## config.mk

```make
export PLATFORM = sky130hd
export DESIGN_NAME = bba_front
export DESIGN_NICKNAME = d
export VERILOG_FILES = /design/src/design/bba_pkg.sv /design/src/design/bba_front.sv
export SDC_FILE = /design/constraint.sdc
export NUM_CORES = 1
export LEC_CHECK = 0
export BUFFER_PORTS_ARGS = -buffer_cell sky130_fd_sc_hd__buf_2
export CORE_MARGIN = 2
export CORE_UTILIZATION = 35
export CTS_CLUSTER_SIZE = 8
export DETAILED_ROUTE_END_ITERATION = 10
export PLACE_DENSITY = 0.65
export SYNTH_ARGS = -nofsm -noshare
export SYNTH_HDL_FRONTEND = slang
export SYNTH_SLANG_ARGS = --single-unit
```

## constraint.sdc

```tcl
create_clock -name i_clk -period 2.6 [get_ports i_clk]
set_clock_uncertainty 0.1 [all_clocks]
set_input_delay 0 -clock i_clk [delete_from_list [all_inputs] [get_ports i_clk]]
set_output_delay 0 -clock i_clk [all_outputs]
set_load 0.005 [all_outputs]
```

## src/design/bba_pkg.sv

```systemverilog
`timescale 1ns / 1ps
// ----------------------------------------------------------------------------
// Bitmap block allocator package
// Shared widths, request and status codes, and the queue entry type.
// ----------------------------------------------------------------------------
package bba_pkg;

    localparam int MAP_WORDS_DEF = 128;
    localparam int WORD_BITS     = 32;
    localparam int BIT_W         = 5;
    localparam int BLK_W         = 12;
    localparam int NUM_W         = 13;
    localparam int WCNT_W        = 8;
    localparam int REQ_W         = 2;
    localparam int ST_W          = 2;
    localparam int CFG_IDX_W     = 1;
    localparam int S_DATA_W      = 16;
    localparam int M_DATA_W      = 16;

    localparam logic [NUM_W-1:0]     NUM_LIMIT = 13'd4096;
    localparam logic [WORD_BITS-1:0] FULL_WORD = 32'hFFFF_FFFF;

    localparam logic [REQ_W-1:0] REQ_ALLOC = 2'd0;
    localparam logic [REQ_W-1:0] REQ_FREE  = 2'd1;
    localparam logic [REQ_W-1:0] REQ_CHECK = 2'd2;

    localparam logic [1:0] KIND_ALLOC = 2'd0;
    localparam logic [1:0] KIND_FREE  = 2'd1;
    localparam logic [1:0] KIND_CHECK = 2'd2;
    localparam logic [1:0] KIND_DONE  = 2'd3;

    localparam logic [ST_W-1:0] ST_OK     = 2'd0;
    localparam logic [ST_W-1:0] ST_CLOSED = 2'd1;
    localparam logic [ST_W-1:0] ST_NOFREE = 2'd2;
    localparam logic [ST_W-1:0] ST_RANGE  = 2'd3;

    localparam logic [CFG_IDX_W-1:0] CFG_FS_OPEN    = 1'b0;
    localparam logic [CFG_IDX_W-1:0] CFG_NUM_BLOCKS = 1'b1;

    typedef struct packed {
        logic [1:0]        kind;
        logic [BLK_W-1:0]  blk;
        logic [NUM_W-1:0]  lim;
        logic [WCNT_W-1:0] nwords;
        logic [ST_W-1:0]   st;
    } t_cmd;

endpackage

```

## src/design/bba_front.sv

```systemverilog
`timescale 1ns / 1ps
// ----------------------------------------------------------------------------
// Bitmap block allocator front end
// Holds configuration, classifies requests and queues them for the back end.
// ----------------------------------------------------------------------------
module bba_front #(
    parameter int MAP_WORDS = bba_pkg::MAP_WORDS_DEF
) (
    input  logic                          i_clk,
    input  logic                          i_rst_n,
    input  logic                          i_s_axis_tvalid,
    output logic                          o_s_axis_tready,
    // [1:0] req_type, [13:2] block_index, [15:14] zero
    input  logic [bba_pkg::S_DATA_W-1:0]  i_s_axis_tdata,
    input  logic                          i_cfg_valid,
    output logic                          o_cfg_ready,
    input  logic [bba_pkg::CFG_IDX_W-1:0] i_cfg_index,
    input  logic [bba_pkg::NUM_W-1:0]     i_cfg_data,
    input  logic                          i_clearing,
    output logic                          o_q_valid,
    output bba_pkg::t_cmd                 o_q_cmd,
    input  logic                          i_q_pop
);

    localparam int MapBits = MAP_WORDS * bba_pkg::WORD_BITS;
    localparam int CapBits = (MapBits < 4096) ? MapBits : 4096;
    localparam logic [bba_pkg::NUM_W-1:0] LimCap = bba_pkg::NUM_W'(CapBits);

    logic                         r_fs_open;
    logic [bba_pkg::NUM_W-1:0]    r_num_blocks;
    bba_pkg::t_cmd                r_q [2];
    logic                         r_wp;
    logic                         r_rp;
    logic [1:0]                   r_cnt;

    logic [bba_pkg::REQ_W-1:0]    req;
    logic [bba_pkg::BLK_W-1:0]    blk;
    logic [bba_pkg::NUM_W-1:0]    lim;
    logic [bba_pkg::NUM_W:0]      lim_up;
    bba_pkg::t_cmd                cmd;
    logic                         push;

    assign o_cfg_ready = 1'b1;

    always_ff @(posedge i_clk) begin
        if (!i_rst_n) begin
            r_fs_open    <= 1'b0;
            r_num_blocks <= bba_pkg::NUM_LIMIT;
        end else if (i_cfg_valid) begin
            case (i_cfg_index)
                bba_pkg::CFG_FS_OPEN:    r_fs_open    <= i_cfg_data[0];
                bba_pkg::CFG_NUM_BLOCKS: r_num_blocks <= i_cfg_data;
                default: ;
            endcase
        end
    end

    assign req    = i_s_axis_tdata[1:0];
    assign blk    = i_s_axis_tdata[13:2];
    assign lim    = (r_num_blocks > LimCap) ? LimCap : r_num_blocks;
    assign lim_up = {1'b0, lim} + (bba_pkg::NUM_W+1)'(bba_pkg::WORD_BITS - 1);

    always_comb begin
        cmd.kind   = bba_pkg::KIND_DONE;
        cmd.blk    = blk;
        cmd.lim    = lim;
        cmd.nwords = bba_pkg::WCNT_W'(lim_up >> bba_pkg::BIT_W);
        cmd.st     = bba_pkg::ST_OK;
        if (!r_fs_open) begin
            cmd.st = bba_pkg::ST_CLOSED;
            if (req == bba_pkg::REQ_ALLOC) begin
                cmd.blk = '0;
            end
        end else if (req == bba_pkg::REQ_ALLOC) begin
            cmd.kind = bba_pkg::KIND_ALLOC;
        end else if (req == bba_pkg::REQ_FREE || req == bba_pkg::REQ_CHECK) begin
            if ({1'b0, blk} >= lim) begin
                cmd.st = bba_pkg::ST_RANGE;
            end else if (req == bba_pkg::REQ_FREE) begin
                cmd.kind = bba_pkg::KIND_FREE;
            end else begin
                cmd.kind = bba_pkg::KIND_CHECK;
            end
        end
    end

    assign o_s_axis_tready = !i_clearing && (r_cnt != 2'd2);
    assign push            = i_s_axis_tvalid && o_s_axis_tready;
    assign o_q_valid       = (r_cnt != 2'd0);
    assign o_q_cmd         = r_q[r_rp];

    always_ff @(posedge i_clk) begin
        if (push) begin
            r_q[r_wp] <= cmd;
        end
    end

    always_ff @(posedge i_clk) begin
        if (!i_rst_n) begin
            r_wp  <= 1'b0;
            r_rp  <= 1'b0;
            r_cnt <= 2'd0;
        end else begin
            if (push) begin
                r_wp <= !r_wp;
            end
            if (i_q_pop) begin
                r_rp <= !r_rp;
            end
            r_cnt <= r_cnt + 2'(push) - 2'(i_q_pop);
        end
    end

endmodule

```

# [Yosys cells after proc, flatten, opt, wreduce, memory -nomap -nowiden]
# Memory sizes are Yosys's and may differ from the RTL's. A register that Yosys moved wholly into a read port is not among the register bits.
# Cells that the tools add are included.
[word_totals] elab_cells=41 ram_bits=74 n_memories=1 ff_bits=18 in_bits=36 output_inout_bits=40
[mem_list] memory="r_q" words=2 width=37 rd=1 rd_clocked_by_memory_dff=1 write_ports=1 line="bba_front.sv:31" text="bba_pkg::t_cmd r_q [2];"
[op_classes] bitwise=1 order_cmp=2 eq_ne=3 n_mux=16 n_reduce_logical=10 n_addsub=3
[ops] op="$mux 12" count=2
[ops] op="$mux 2" count=9
[ops] op="$add 13x5->13 const B" count=1
[ops] op="$ge 12x13->1" count=1
[ops] op="$gt 13x13->1 const B" count=1
[ops] op="$mux 13" count=1
[ops] op="$mux 1" count=4
[ops] op="$reduce_and 2->1" count=2
[ops] op="$logic_not 1->1" count=3
[ops] op="$add 2x1->2" count=1
[ops] op="$eq 2x1->1 const B" count=1
[ops] op="$eq 2x2->1 const B" count=1
[ops] op="$logic_and 1x1->1" count=2
[ops] op="$logic_not 2->1" count=1
[ops] op="$ne 2x2->1 const B" count=1
[ops] op="$reduce_bool 2->1" count=1
[ops] op="$sub 2x1->2" count=1
[ops] op="$logic_or 1x1->1" count=1
[ops] op="$not 1->1" count=1

# [Longest topological paths before layout]
# Gate-level depths: netlist of run 1.
[depth] word_depth=7 ltp_mapped=9 ltp_nobuf=9

# [Worst setup path after synthesis of run 1]
# No wires, ideal clock.
[synth_timing] kind="register to register" startpoint="register r_cnt[0]" endpoint="memory r_q[0][0] (netlist bit) (enable)" stages_incl_launch_ff=5 setup_ns=0.431 slack_ns=-0.228 required_time_ns=2.069 t_arrival_ns=2.297 n_path_buf=0 synth_period_minus_slack_ns=2.828 path_cell_list="dfxtp_1 -> inv_1 -> a21oi_1 -> nand2_1 -> nor2_1"
[synth_via] elab_chain_len=5
[synth_lines] element="start: declaration" line="bba_front.sv:34" text="logic [1:0] r_cnt;"
[synth_lines] element="start signal: assignment" line="bba_front.sv:110" text="r_cnt <= r_cnt + 2'(push) - 2'(i_q_pop);"
[synth_lines] element="$ne 2x2->1" line="bba_front.sv:87" text="assign o_s_axis_tready = !i_clearing && (r_cnt != 2'd2);"
[synth_lines] element="$logic_and 1x1->1" line="bba_front.sv:87"
[synth_lines] element="named net o_s_axis_tready" line="bba_front.sv:12" text="output logic o_s_axis_tready,"
[synth_lines] element="$logic_and 1x1->1" line="bba_front.sv:88" text="assign push = i_s_axis_tvalid && o_s_axis_tready;"
[synth_lines] element="$mux 1" line="bba_front.sv:93" text="if (push) begin"
[synth_lines] element="$mux 1 (not written as such)" line="bba_front.sv:94" text="r_q[r_wp] <= cmd;"
[synth_lines] element="end: declaration" line="bba_front.sv:31"
# The timed path passes the listed nets, and every way through them passes these cells.

==> results.md, run 1 <==
| Stage | Metric | Value |
|---|---|---|
| run status | Outcome | finished with violations |
| run status | Violated checks | design-rule violations |
| global route | Aggregate global routing overflow | 0 |
| clock network | Cts bufs inserted | 9 |
| yosys | Seq/Total Area, Yosys | 62.6% |
| power | LEAKAGE | 2.14 nW |
| power | Switching pwr | 0.000802 W |
| drt | Total wire length | 8480 um |
| sta | Min Tclk post-route | 2.36 ns |
| hold path | Hold Path Depth | 4 |
| drt | Post-route DRC | 8 |
| sta | Max Freq | 0.425 GHz |
| clock network | CTS Buffer Depth | 2 |
| global route | Vias in the first global route | 2734 |
| power | Internal power summed over all cells | 0.00279 W |
| global route | Wire length of the first global-routing pass | 13300 um |
| floorplanning | Die X | 113 um |
| sta | Max-slew violation count | 0 |
| drt | Drt wl/cell | 14.5 um |
| global route | Overall track demand over capacity in global routing | 13.7% |
| power | Clk network pwr share | 38.8% |
| place | Routability congestion estimate from global placement | 0.750 |
| power | Power Dens Cells | 656 nW/um2 |
| yosys | Post-synth top flop | sky130_fd_sc_hd__edfxtp_1 |
| clock network | Clock root buffer | sky130_fd_sc_hd__clkbuf_16 |
| hold path | Tightest Hold Check Type | input pin to flop |
| hold path | Hold-critical path endpoint | r_wp |
| clock network | TritonCTS sink count | 93 |
| setup path | Most common cell type on the critical path | sky130_fd_sc_hd__a21oi_1 |
| power | Switching fraction of total power | 22.3% |
| setup path | Kind of end point of the critical path | flop |
| sta | Unrepaired setup endpoints after global routing | false |
| drt | Number of vias in the routed layout | 2740 |
| floorplanning | I/O Pins | 76 |
| place | Total of buffers placed on input and output ports | 72 |
| sta | Slew headroom | 64.5% |
| setup path | Cell chain of the critical path | and2b_1 -> inv_1 -> ha_1 -> a41o_1 -> a21oi_1 -> a21oi_1 -> a211oi_2 -> a22oi_1 |
| yosys | Unique masters post-synth | 40 |
| floorplanning | Row Count | 39 |
| clock network | Count of H-tree levels built during CTS | 3 |
| power | Sequential share of power | 48.2% |
| drt | Detailed-routing iteration count for the pre-antenna-repair pass | 7 |
| place | HPWL reported at the end of detailed placement | 5720 um |
| yosys | Post-synthesis cell count | 314 |
| yosys | Post-Synthesis Net Count | 366 |
| sta | Slew at the pin closest to its max-slew limit | 0.532 ns |
| clock network | Clk pin slew, worst setup/hold paths | 0.06 ns |
| run | Number of violations of the max-capacitance limit | 0 |
| setup path | Critical Path Start Type | flop |
| sta | Final period utilization | 90.6% |
| power | Combinational fraction of design power | 12.9% |
| sta | Setup TNS | 0 ns |
| floorplanning | Die height | 113 um |
| setup path | Reg-to-reg critical path startpoint | r_num_blocks[12] |
| drt | Ratio of routed vias to standard cells | 4.68 |
| drt | Number of nets still failing antenna checks after routing | 0 |
| floorplanning | Die Area | 12800 um2 |
| floorplanning | Area of the core region | 11500 um2 |
| yosys | Average size of a mapped cell | 13.2 um2 |
| global route | Largest net degree at the start of global routing | 38 |
| setup path | Worst path arrival time | 2.31 ns |
| cells and area | Net total in the final layout | 490 |
| global route | Number of antenna violations at the first check in global routing | 0 |
| clock network | Buffers inserted during post-CTS setup optimization | 0 |
| setup path | Critical path type | flop to flop |
| setup path | Cell depth of the worst flop-to-flop path | 8 |
| setup path | Req. time, crit path | 2.55 ns |
| setup path | FF-to-FF setup slack | 0.24 ns |
| setup path | Longest individual stage delay on the worst path | 0.39 ns |
| cells and area | Filler cell count in the final layout | 1036 |
| sta | Count of final setup violators | 0 |
| yosys | Asr flop ratio synth | 0% |
| cells and area | Final Instance Area | 5480 um2 |
| setup path | Worst-path fanout max | 13 |
| cells and area | Diodes inserted | 0 |
| drt | Number of DRC markers after the initial detailed-route iteration | 125 |
| yosys | Synthesis-stage register bit count | 93 |
| sta | Hold violation total from the final report | 0 |
| setup path | FF-to-FF End | r_q[0][36] |
| yosys | Post-synth design cell area | 4160 um2 |
| cells and area | Share of cells above drive strength 1 | 32.1% |
| clock network | CTS tree | built |
| floorplanning | Effective utilization at floorplan | 36.1% |
| cells and area | Area Growth Syn to Fin | 31.8% |
| power | IR Drop Worst-Case VDD | 0.000301 V |
| clock network | Skew-Pair Late Insertion Delay | 0.34 ns |
| yosys | Syn. warnings | 0 |
| yosys | EDFF count, synth | 74 |
| place | Area post-placement | 4720 um2 |
| setup path | Slowest cell on the critical path | sky130_fd_sc_hd__dfxtp_2 |
| hold path | Startpoint of the worst hold path | i_s_axis_tvalid |
==> worst max path at each step <==
stage	from	endpoint	cells after the start
floorplan	r_cnt[0]	r_q[0][0]	4
global placement	r_num_blocks[12]	r_q[0][36]	7
detailed placement	r_num_blocks[12]	r_q[1][36]	7
CTS	r_num_blocks[12]	r_q[0][36]	7
global route	r_num_blocks[12]	r_q[1][36]	8
finish	r_num_blocks[12]	r_q[0][36]	8
==> synth_stat cells (all sizes together), types with 6 or more instances <==
cell type   n  area share (%)
and2       18             2.7
a21boi     12             2.2
ha         16             4.8
dfxtp      19             9.1
clkbuf      6            0.54
mux2       37              10
nor2       10            0.90
nand2      33             3.0
nand2b      9             1.4
a21oi       6            0.72
xnor2       8             1.7
buf         6            0.84
edfxtp     74              53
inv        18             1.6
==> through the flow <==
stage                     std cells  utilization, %  power, W  setup slack, ns  hold slack [ns]
after global placement          527            41.0   0.00218            0.224            0.128
after detailed placement        527            41.0   0.00219            0.122            0.133
after global routing            586            47.6   0.00375           0.0978            0.134
final                           586            47.6   0.00359            0.245           0.0633
after floorplan                 314               -   0.00202            0.381          -0.0602
after CTS                       586            47.6   0.00363            0.111           0.0566
==> flip-flops by register name, summed over array words and instances (netlist names), named ones only <==
| register | count |
|---|---|
| r_fs_open | 1 |
| r_cnt | 2 |
| r_wp | 1 |
| r_q | 74 |
| r_num_blocks | 13 |
| r_rp | 1 |
==> kinds of logic after synthesis <==
logic type      synth area share [%]
mux                             10.3
buf+inv                         3.01
fa+ha+maj                       4.81
simple gates                    12.2
flops                           62.6
other cells                   0.0902
compound gates                  4.90
xor+xnor                        2.11
==> layout make-up <==
cell class | count | area (um2) | area share [%]
Tap cell | 143 | 179 | 3.26
Timing Repair Buffer | 125 | 866 | 15.8
Inverter | 18 | 67.6 | 1.23
Sequential cell | 93 | 2600 | 47.5
Clock buffer | 9 | 225 | 4.11
Multi-Input combinational cell | 191 | 1440 | 26.3
Clock inverter | 7 | 100 | 1.83
==> worst max-delay path, delay by kind of cell (launching register included) <==
kind	cells	cell delay, ns
AOI/OAI and AO/OA	5	0.99
DFF	1	0.39
and+or+nand+nor	1	0.34
adders and majority gates	1	0.17
buffers and inverters	1	0.07
==> per-layer routing <==
layer / GRT usage, % / part of all wire, % / vias up
met5: 0 / 0 / -
met4: 4.39 / 1.2 / 0
met3: 3.32 / 4.0 / 10
met2: 22.9 / 49 / 64
met1: 17.5 / 46 / 1304
li1: - / - / 1362
==> power groups by stage <==
stage / Clock, W / Combinational [W] / Sequential [W]
6_report: 0.00139 / 0.000465 / 0.00173
5_1_grt: 0.00149 / 0.000519 / 0.00174
4_1_cts: 0.00143 / 0.000475 / 0.00173
3_5_place_dp: 0 / 0.000425 / 0.00177
3_3_place_gp: 0 / 0.000418 / 0.00176
2_1_floorplan: 0 / 0.000262 / 0.00176
==> layout by cell type, fill, tap and decap left out, types with 4 or more instances in the layout <==
| cell | n |
|---|---|
| sky130_fd_sc_hd__ha_1 | 16 |
| sky130_fd_sc_hd__nor2_1 | 9 |
| sky130_fd_sc_hd__a21boi_0 | 12 |
| sky130_fd_sc_hd__nor3_1 | 4 |
| sky130_fd_sc_hd__edfxtp_1 | 74 |
| sky130_fd_sc_hd__nor2b_1 | 5 |
| sky130_fd_sc_hd__buf_4 | 10 |
| sky130_fd_sc_hd__xnor2_1 | 8 |
| sky130_fd_sc_hd__a21oi_1 | 6 |
| sky130_fd_sc_hd__clkbuf_16 | 9 |
| sky130_fd_sc_hd__and2_1 | 18 |
| sky130_fd_sc_hd__nand3_1 | 5 |
| sky130_fd_sc_hd__mux2_2 | 37 |
| sky130_fd_sc_hd__dlygate4sd3_1 | 43 |
| sky130_fd_sc_hd__nand2b_1 | 9 |
| sky130_fd_sc_hd__nand2_1 | 33 |
| sky130_fd_sc_hd__dfxtp_1 | 18 |
| sky130_fd_sc_hd__inv_1 | 18 |
| sky130_fd_sc_hd__buf_2 | 72 |
==> timing repair <==
item / in CTS / in global routing
gates resized for setup: 0 / 1
setup endpoints to repair: 0 / 4
endpoints found under the hold margin: 43 / 0
hold buffers: 43 / 0
Note: power is estimated with default switching activity, not from simulation.
==> run 2, diff against run 1 <==
--- a/config.mk
+++ b/config.mk
@@ -6,7 +6,7 @@
 export NUM_CORES = 1
 export LEC_CHECK = 0
 export BUFFER_PORTS_ARGS = -buffer_cell sky130_fd_sc_hd__buf_2
-export CORE_MARGIN = 2
+export CORE_MARGIN = 4
 export CORE_UTILIZATION = 35
 export CTS_CLUSTER_SIZE = 8
 export DETAILED_ROUTE_END_ITERATION = 10
==> results.md, run 2 (synthesized netlist as in run 1, its figures left out) <==
| Stage | Metric | Value | Change |
|---|---|---|---|
| clock network | Clk pin slew, worst setup/hold paths | 0.07 ns | about the same |
| global route | Number of antenna violations at the first check in global routing | 0 | unchanged |
| setup path | FF-to-FF setup slack | 0.26 ns | about the same |
| clock network | CTS Buffer Depth | 2 | unchanged |
| place | Pre-CTS WS | 0.125 ns | +0.00226 ns |
| cells and area | Area Growth Syn to Fin | 30.9% |  |
| setup path | Cell depth of the worst flop-to-flop path | 8 | unchanged |
| floorplanning | Row Count | 39 | unchanged |
| drt | Highest metal layer used by the detailed router | met4 |  |
| sta | Slew at the pin closest to its max-slew limit | 0.522 ns | -0.0105 ns |
| sta | Slew headroom | 65.2% | +0.70 points |
| floorplanning | Effective utilization at floorplan | 36.1% | unchanged |
| global route | Largest net degree at the start of global routing | 38 | unchanged |
| place | Cell count after placement | 526 | -0.19% |
| drt | Number of vias in the routed layout | 2708 | -1.2% |
| place | HPWL reported at the end of detailed placement | 5780 um | +1.1% |
| setup path | Kind of end point of the critical path | flop |  |
| sta | Min Tclk post-route | 2.34 ns | -0.0126 ns |
| floorplanning | Die height | 117 um | +3.5% |
| drt | Number of nets still failing antenna checks after routing | 0 | unchanged |
| cells and area | Final non-filler cell total | 585 | -0.17% |
| setup path | Reg-to-reg critical path startpoint | r_num_blocks[12] |  |
| clock network | Clock root buffer | sky130_fd_sc_hd__clkbuf_16 |  |
| sta | Final period utilization | 90.1% | -0.48 points |
| cells and area | Flip-flop count of the largest register, all copies and words added | 74 | unchanged |
| cells and area | Top library cells by usage in the layout, fill and taps aside | sky130_fd_sc_hd__edfxtp_1, sky130_fd_sc_hd__buf_2, sky130_fd_sc_hd__dlygate4sd3_1, sky130_fd_sc_hd__mux2_2, sky130_fd_sc_hd__nand2_1 |  |
| drt | Drt wl/cell | 14.4 um | -0.43% |
| drt | Ratio of routed vias to standard cells | 4.63 | -1.0% |
| drt | Post-route DRC | 0 | -8 |
| power | IR Drop Worst-Case VDD | 0.000324 V | +7.5% |
| sta | Count of final setup violators | 0 | unchanged |
| clock network | Count of H-tree levels built during CTS | 3 | unchanged |
| sta | Setup TNS | 0 ns | unchanged |
| drt | Met3 WL | 360 um | +7.5% |
| clock network | TritonCTS sink count | 93 | unchanged |
| global route | Vias in the first global route | 2835 | +3.7% |
| setup path | Worst setup path end | r_q[1][36] |  |
| hold path | Tightest Hold Check Type | input pin to flop |  |
| floorplanning | Die X | 117 um | +3.5% |
| cells and area | Net total in the final layout | 489 | -0.20% |
| setup path | Crit path launch | r_num_blocks[12] |  |
| cells and area | Final Instance Area | 5440 um2 | -0.69% |
| setup path | Worst-path fanout max | 14 | +1 |
| floorplanning | I/O Pins | 76 | unchanged |
| global route | Overall track demand over capacity in global routing | 13.2% | -0.51 points |
| run | Number of violations of the max-capacitance limit | 0 | unchanged |
| sta | Max-slew violation count | 0 | unchanged |
| clock network | Cts bufs inserted | 9 | unchanged |
| floorplanning | Die Area | 13700 um2 | +7.2% |
| sta | Max Freq | 0.427 GHz | +0.54% |
| place | Routability congestion estimate from global placement | 0.779 | +4.0% |
| drt | Total wire length | 8430 um | -0.60% |
| place | Total of buffers placed on input and output ports | 72 | unchanged |
| global route | Wire length of the first global-routing pass | 13600 um | +2.2% |
| sta | Setup WS post-layout | 0.257 ns | +0.0126 ns |
| run status | Outcome | finished, final reports clean |  |
| drt | Metal1 wirelength | 3760 um | -3.0% |
| setup path | FF-to-FF End | r_q[1][36] |  |
| cells and area | Share of cells above drive strength 1 | 31.7% | -0.38 points |
| clock network | CTS tree | built |  |
| place | Area post-placement | 4720 um2 | -0.16% |
| power | LEAKAGE | 2.14 nW | -0.23% |
| sta | Hold violation total from the final report | 0 | unchanged |
| clock network | Skew-Pair Late Insertion Delay | 0.33 ns | about the same |
| cells and area | Register with the most flip-flops | r_q |  |
| setup path | Critical path type | flop to flop |  |
| cells and area | Commonest non-fill, non-tap cell in the layout | sky130_fd_sc_hd__edfxtp_1 |  |
| floorplanning | Area of the core region | 11500 um2 | unchanged |
| setup path | Critical Path Start Type | flop |  |
| sta | Unrepaired setup endpoints after global routing | false |  |
| cells and area | Filler cell count in the final layout | 1055 | +1.8% |
| setup path | Req. time, crit path | 2.65 ns | +0.10 ns |
| cells and area | Diodes inserted | 0 | unchanged |
| drt | Detailed-routing iteration count for the pre-antenna-repair pass | 7 | unchanged |
| cells and area | Largest registers | r_q (74), r_num_blocks (13), r_cnt (2) |  |
| drt | Routed wire length on met2 | 4250 um | +2.1% |
| drt | Number of DRC markers after the initial detailed-route iteration | 133 | +6.4% |
| global route | Aggregate global routing overflow | 0 | unchanged |
| power | Power Dens Cells | 634 nW/um2 | -3.3% |
| setup path | Worst path arrival time | 2.39 ns | +0.08 ns |
[run 2: cell count changes in the layout (fill, tap and decap cells not counted)]
cell and change:
sky130_fd_sc_hd__clkinvlp_4 -3, sky130_fd_sc_hd__inv_6 +1, sky130_fd_sc_hd__clkbuf_8 +1, sky130_fd_sc_hd__clkbuf_16 +1, sky130_fd_sc_hd__clkinv_2 +2, sky130_fd_sc_hd__clkinv_4 -1
sky130_fd_sc_hd__bufinv_16 -2, sky130_fd_sc_hd__clkinv_1 +1, sky130_fd_sc_hd__buf_4 -1
[run 2: final cells by class]
type                    instances  area (um2)  area share (%)
repair buffers                124         858            15.8
flip-flops and latches         93        2600            47.8
multi-input cells             191        1440            26.4
well taps                     143         179            3.29
inverters                      18        67.6            1.24
clock inverters                 5        31.3           0.575
clock buffers                  11         264            4.85
[run 2: per-stage QoR]
stage / util (%) / hold slack (ns) / total power, W
3_5_place_dp: 40.9 / 0.133 / 0.00219
2_1_floorplan: - / -0.0602 / 0.00202
3_3_place_gp: 40.9 / 0.135 / 0.00218
6_report: 47.3 / 0.0541 / 0.00345
5_1_grt: 47.3 / 0.101 / 0.00362
4_1_cts: 47.3 / 0.0480 / 0.00350
[run 2: worst min path at each step]
| stage | from | endpoint | cells after the start |
|---|---|---|---|
| 2_1_floorplan | i_clearing | o_s_axis_tready | 1 |
| 3_3_place_gp | i_cfg_data[12] | r_num_blocks[12] | 3 |
| 3_5_place_dp | i_cfg_data[12] | r_num_blocks[12] | 3 |
| 4_1_cts | i_s_axis_tvalid | r_wp | 4 |
| 5_1_grt | i_s_axis_tvalid | r_wp | 4 |
| 6_report | i_s_axis_tvalid | r_wp | 4 |
[run 2: report_power, final]
group | switching [W] | total [W] | internal [W] | leakage [nW]
registers | 0.0000333 | 0.00173 | 0.00170 | 0.819
logic | 0.000218 | 0.000465 | 0.000247 | 1.17
clock network | 0.000524 | 0.00125 | 0.000730 | 0.148
total | 0.000775 | 0.00345 | 0.00268 | 2.14
[run 2: routing by layer]
metal / vias to the layer above / global-route usage [%]
li1: 1365 / -
met1: 1274 / 16.1
met2: 65 / 23.2
met3: 4 / 3.80
met4: 0 / 2.83
met5: - / 0
[run 2: timing repair]
action	in CTS	in global routing
buffers inserted	0	0
gates resized for setup	0	1
endpoints found under the hold margin	43	0
hold buffers	43	0
setup endpoints to repair	0	8
[run 2: critical path, cell delays in order (launching register included)]
cell                       delay (ns)
sky130_fd_sc_hd__dfxtp_2         0.38
sky130_fd_sc_hd__buf_4           0.18
sky130_fd_sc_hd__nand2b_1        0.19
sky130_fd_sc_hd__ha_1            0.32
sky130_fd_sc_hd__nand3_1         0.09
sky130_fd_sc_hd__or3_1           0.38
sky130_fd_sc_hd__a21oi_1         0.18
sky130_fd_sc_hd__a211oi_2        0.10
sky130_fd_sc_hd__a22oi_1         0.23
==> run 3, diff against run 2 <==
--- a/config.mk
+++ b/config.mk
@@ -6,11 +6,13 @@
 export NUM_CORES = 1
 export LEC_CHECK = 0
 export BUFFER_PORTS_ARGS = -buffer_cell sky130_fd_sc_hd__buf_2
+export CELL_PAD_IN_SITES_DETAIL_PLACEMENT = 0
+export CELL_PAD_IN_SITES_GLOBAL_PLACEMENT = 2
 export CORE_MARGIN = 4
-export CORE_UTILIZATION = 35
+export CORE_UTILIZATION = 34
 export CTS_CLUSTER_SIZE = 8
 export DETAILED_ROUTE_END_ITERATION = 10
-export PLACE_DENSITY = 0.65
+export PLACE_DENSITY = 0.85
 export SYNTH_ARGS = -nofsm -noshare
 export SYNTH_HDL_FRONTEND = slang
 export SYNTH_SLANG_ARGS = --single-unit
==> results.md, run 3 (synthesized netlist as in run 1, its figures left out) <==
| Stage | Metric | Value | Change |
|---|---|---|---|
| run status | Outcome | finished, final reports clean |  |
| floorplanning | I/O Pins | 76 | unchanged |
| sta | Min Tclk post-route | 2.31 ns | -0.0334 ns |
| power | Power Dens Cells | 638 nW/um2 | +0.61% |
| place | Cell count after placement | 531 | +0.95% |
| setup path | Kind of end point of the critical path | flop |  |
| drt | Drt wl/cell | 13.9 um | -3.3% |
| global route | Largest net degree at the start of global routing | 38 | unchanged |
| drt | Post-route DRC | 0 | unchanged |
| place | Total of buffers placed on input and output ports | 72 | unchanged |
| global route | Number of antenna violations at the first check in global routing | 0 | unchanged |
| setup path | Worst-path fanout max | 11 | -3 |
| setup path | Critical path type | flop to flop |  |
| drt | Number of vias in the routed layout | 2657 | -1.9% |
| setup path | Critical Path Start Type | flop |  |
| drt | Number of nets still failing antenna checks after routing | 0 | unchanged |
| setup path | Longest individual stage delay on the worst path | 0.38 ns | about the same |
| power | LEAKAGE | 2.13 nW | -0.20% |
| sta | Unrepaired setup endpoints after global routing | false |  |
| clock network | Count of H-tree levels built during CTS | 3 | unchanged |
| cells and area | Share of cells above drive strength 1 | 32.0% | +0.30 points |
| cells and area | Final non-filler cell total | 588 | +0.51% |
| clock network | Buffers inserted during post-CTS setup optimization | 0 | unchanged |
| place | HPWL reported at the end of detailed placement | 5720 um | -1.1% |
| cells and area | Diodes inserted | 0 | unchanged |
| sta | Max-slew violation count | 0 | unchanged |
| drt | Detailed-routing iteration count for the pre-antenna-repair pass | 4 | -3 |
| cells and area | Register with the most flip-flops | r_q |  |
| floorplanning | Area of the core region | 12000 um2 | +4.3% |
| power | IR Drop Worst-Case VDD | 0.000245 V | -24% |
| clock network | Cts bufs inserted | 9 | unchanged |
| sta | Hold violation total from the final report | 0 | unchanged |
| clock network | Clock root buffer | sky130_fd_sc_hd__clkbuf_16 |  |
| floorplanning | Die height | 119 um | +1.4% |
| drt | Total wire length | 8190 um | -2.8% |
| clock network | Clk pin slew, worst setup/hold paths | 0.06 ns | about the same |
| cells and area | Commonest non-fill, non-tap cell in the layout | sky130_fd_sc_hd__edfxtp_1 |  |
| cells and area | Top library cells by usage in the layout, fill and taps aside | sky130_fd_sc_hd__edfxtp_1, sky130_fd_sc_hd__buf_2, sky130_fd_sc_hd__dlygate4sd3_1, sky130_fd_sc_hd__mux2_2, sky130_fd_sc_hd__nand2_1 |  |
| sta | Slew at the pin closest to its max-slew limit | 0.513 ns | -0.00807 ns |
| setup path | Req. time, crit path | 2.65 ns | about the same |
| cells and area | Area Growth Syn to Fin | 30.9% | about the same |
| floorplanning | Effective utilization at floorplan | 34.6% | -1.5 points |
| floorplanning | Die X | 119 um | +1.4% |
| global route | Vias in the first global route | 2821 | -0.49% |
| setup path | Worst path arrival time | 2.36 ns | -0.03 ns |
| drt | Number of DRC markers after the initial detailed-route iteration | 159 | +20% |
| sta | Count of final setup violators | 0 | unchanged |
| floorplanning | Die Area | 14100 um2 | +2.7% |
| sta | Final period utilization | 88.8% | -1.3 points |
| floorplanning | Row Count | 40 | +2.6% |
| cells and area | Flip-flop count of the largest register, all copies and words added | 74 | unchanged |
| hold path | Tightest Hold Check Type | input pin to flop |  |
| setup path | Cell chain of the critical path | buf_4 -> nand2b_1 -> ha_1 -> nand3_1 -> or3_1 -> a21oi_1 -> a211oi_2 -> a22oi_1 |  |
| clock network | Skew-Pair Late Insertion Delay | 0.33 ns | about the same |
| sta | Slew headroom | 65.8% | +0.54 points |
| clock network | CTS Buffer Depth | 2 | unchanged |
| run | Number of violations of the max-capacitance limit | 0 | unchanged |
| global route | Wire length of the first global-routing pass | 13900 um | +1.9% |
| cells and area | Net total in the final layout | 488 | -0.20% |
| cells and area | Largest registers | r_q (74), r_num_blocks (13), r_cnt (2) |  |
| sta | Max Freq | 0.433 GHz | +1.4% |
| global route | Overall track demand over capacity in global routing | 12.5% | -0.66 points |
| clock network | CTS tree | built |  |
| clock network | TritonCTS sink count | 93 | unchanged |
| place | Routability congestion estimate from global placement | 0.803 | +3.0% |
| sta | Setup TNS | 0 ns | unchanged |
| global route | Aggregate global routing overflow | 0 | unchanged |
| setup path | Slowest cell on the critical path | sky130_fd_sc_hd__dfxtp_2 |  |
| drt | Ratio of routed vias to standard cells | 4.52 | -2.4% |
[run 3: cell count changes in the layout (fill, tap and decap cells not counted)]
cell,delta
sky130_fd_sc_hd__buf_4,+1
sky130_fd_sc_hd__clkbuf_16,+1
sky130_fd_sc_hd__clkbuf_8,-1
sky130_fd_sc_hd__dlygate4sd3_1,-2
sky130_fd_sc_hd__inv_4,+1
sky130_fd_sc_hd__inv_6,-1
[run 3: routing by layer]
metal	GRT usage (%)	wire length, um	up-vias
met5	0	0	-
met4	3.55	88	0
met3	3.88	366	8
met2	21.0	3980	57
met1	15.6	3750	1234
li1	-	-	1358
[run 3: report_power, final]
group | total, W | internal [W] | switching (W)
logic | 0.000461 | 0.000245 | 0.000216
clock network | 0.00128 | 0.000759 | 0.000520
registers | 0.00173 | 0.00170 | 0.0000333
[run 3: final timing paths]
| path | start | to | slack (ns) | cells past startpoint |
|---|---|---|---|---|
| worst max-delay path | r_num_blocks[12] | r_q[1][36] | 0.29 | 8 |
| worst min-delay path | i_s_axis_tvalid | r_wp | 0.06 | 4 |
| worst max register to register | r_num_blocks[12] | r_q[1][36] | 0.29 | 8 |
| worst min register to register | r_num_blocks[0] | r_num_blocks[0] | 0.40 | 2 |
[run 3: repair_timing]
item                                    4_1_cts  5_1_grt
hold endpoints to repair                     43        0
hold buffers                                 41        0
resized for setup                             0        1
endpoints found under the setup margin        0        6
[run 3: stage by stage]
step,setup slack (ns),hold slack (ns),util [%],instance area (um2),total power (W)
after floorplan,0.381,-0.0602,-,4160,0.00202
after global placement,0.250,0.140,39.4,4730,0.00218
after detailed placement,0.190,0.139,39.4,4730,0.00219
after CTS,0.164,0.0578,45.3,5440,0.00353
after global routing,0.0770,0.0717,45.3,5440,0.00366
final,0.291,0.0647,45.3,5440,0.00347
[run 3: layout make-up]
class	count	area (um2)
flip-flops and latches	93	2600
well taps	147	184
multi-input cells	191	1440
fillers	1107	6570
clock buffers	11	275
inverters	18	67.6
clock inverters	5	28.8
repair buffers	123	846
[run 3: critical path, delay by kind of cell (launching register included)]
kind,cells,cell delay (ns)
AND/OR/NAND/NOR,3,0.66
AO/OA/AOI/OAI,3,0.50
flip-flops,1,0.38
adder cells (fa/ha/maj),1,0.31
buffers and inverters,1,0.18
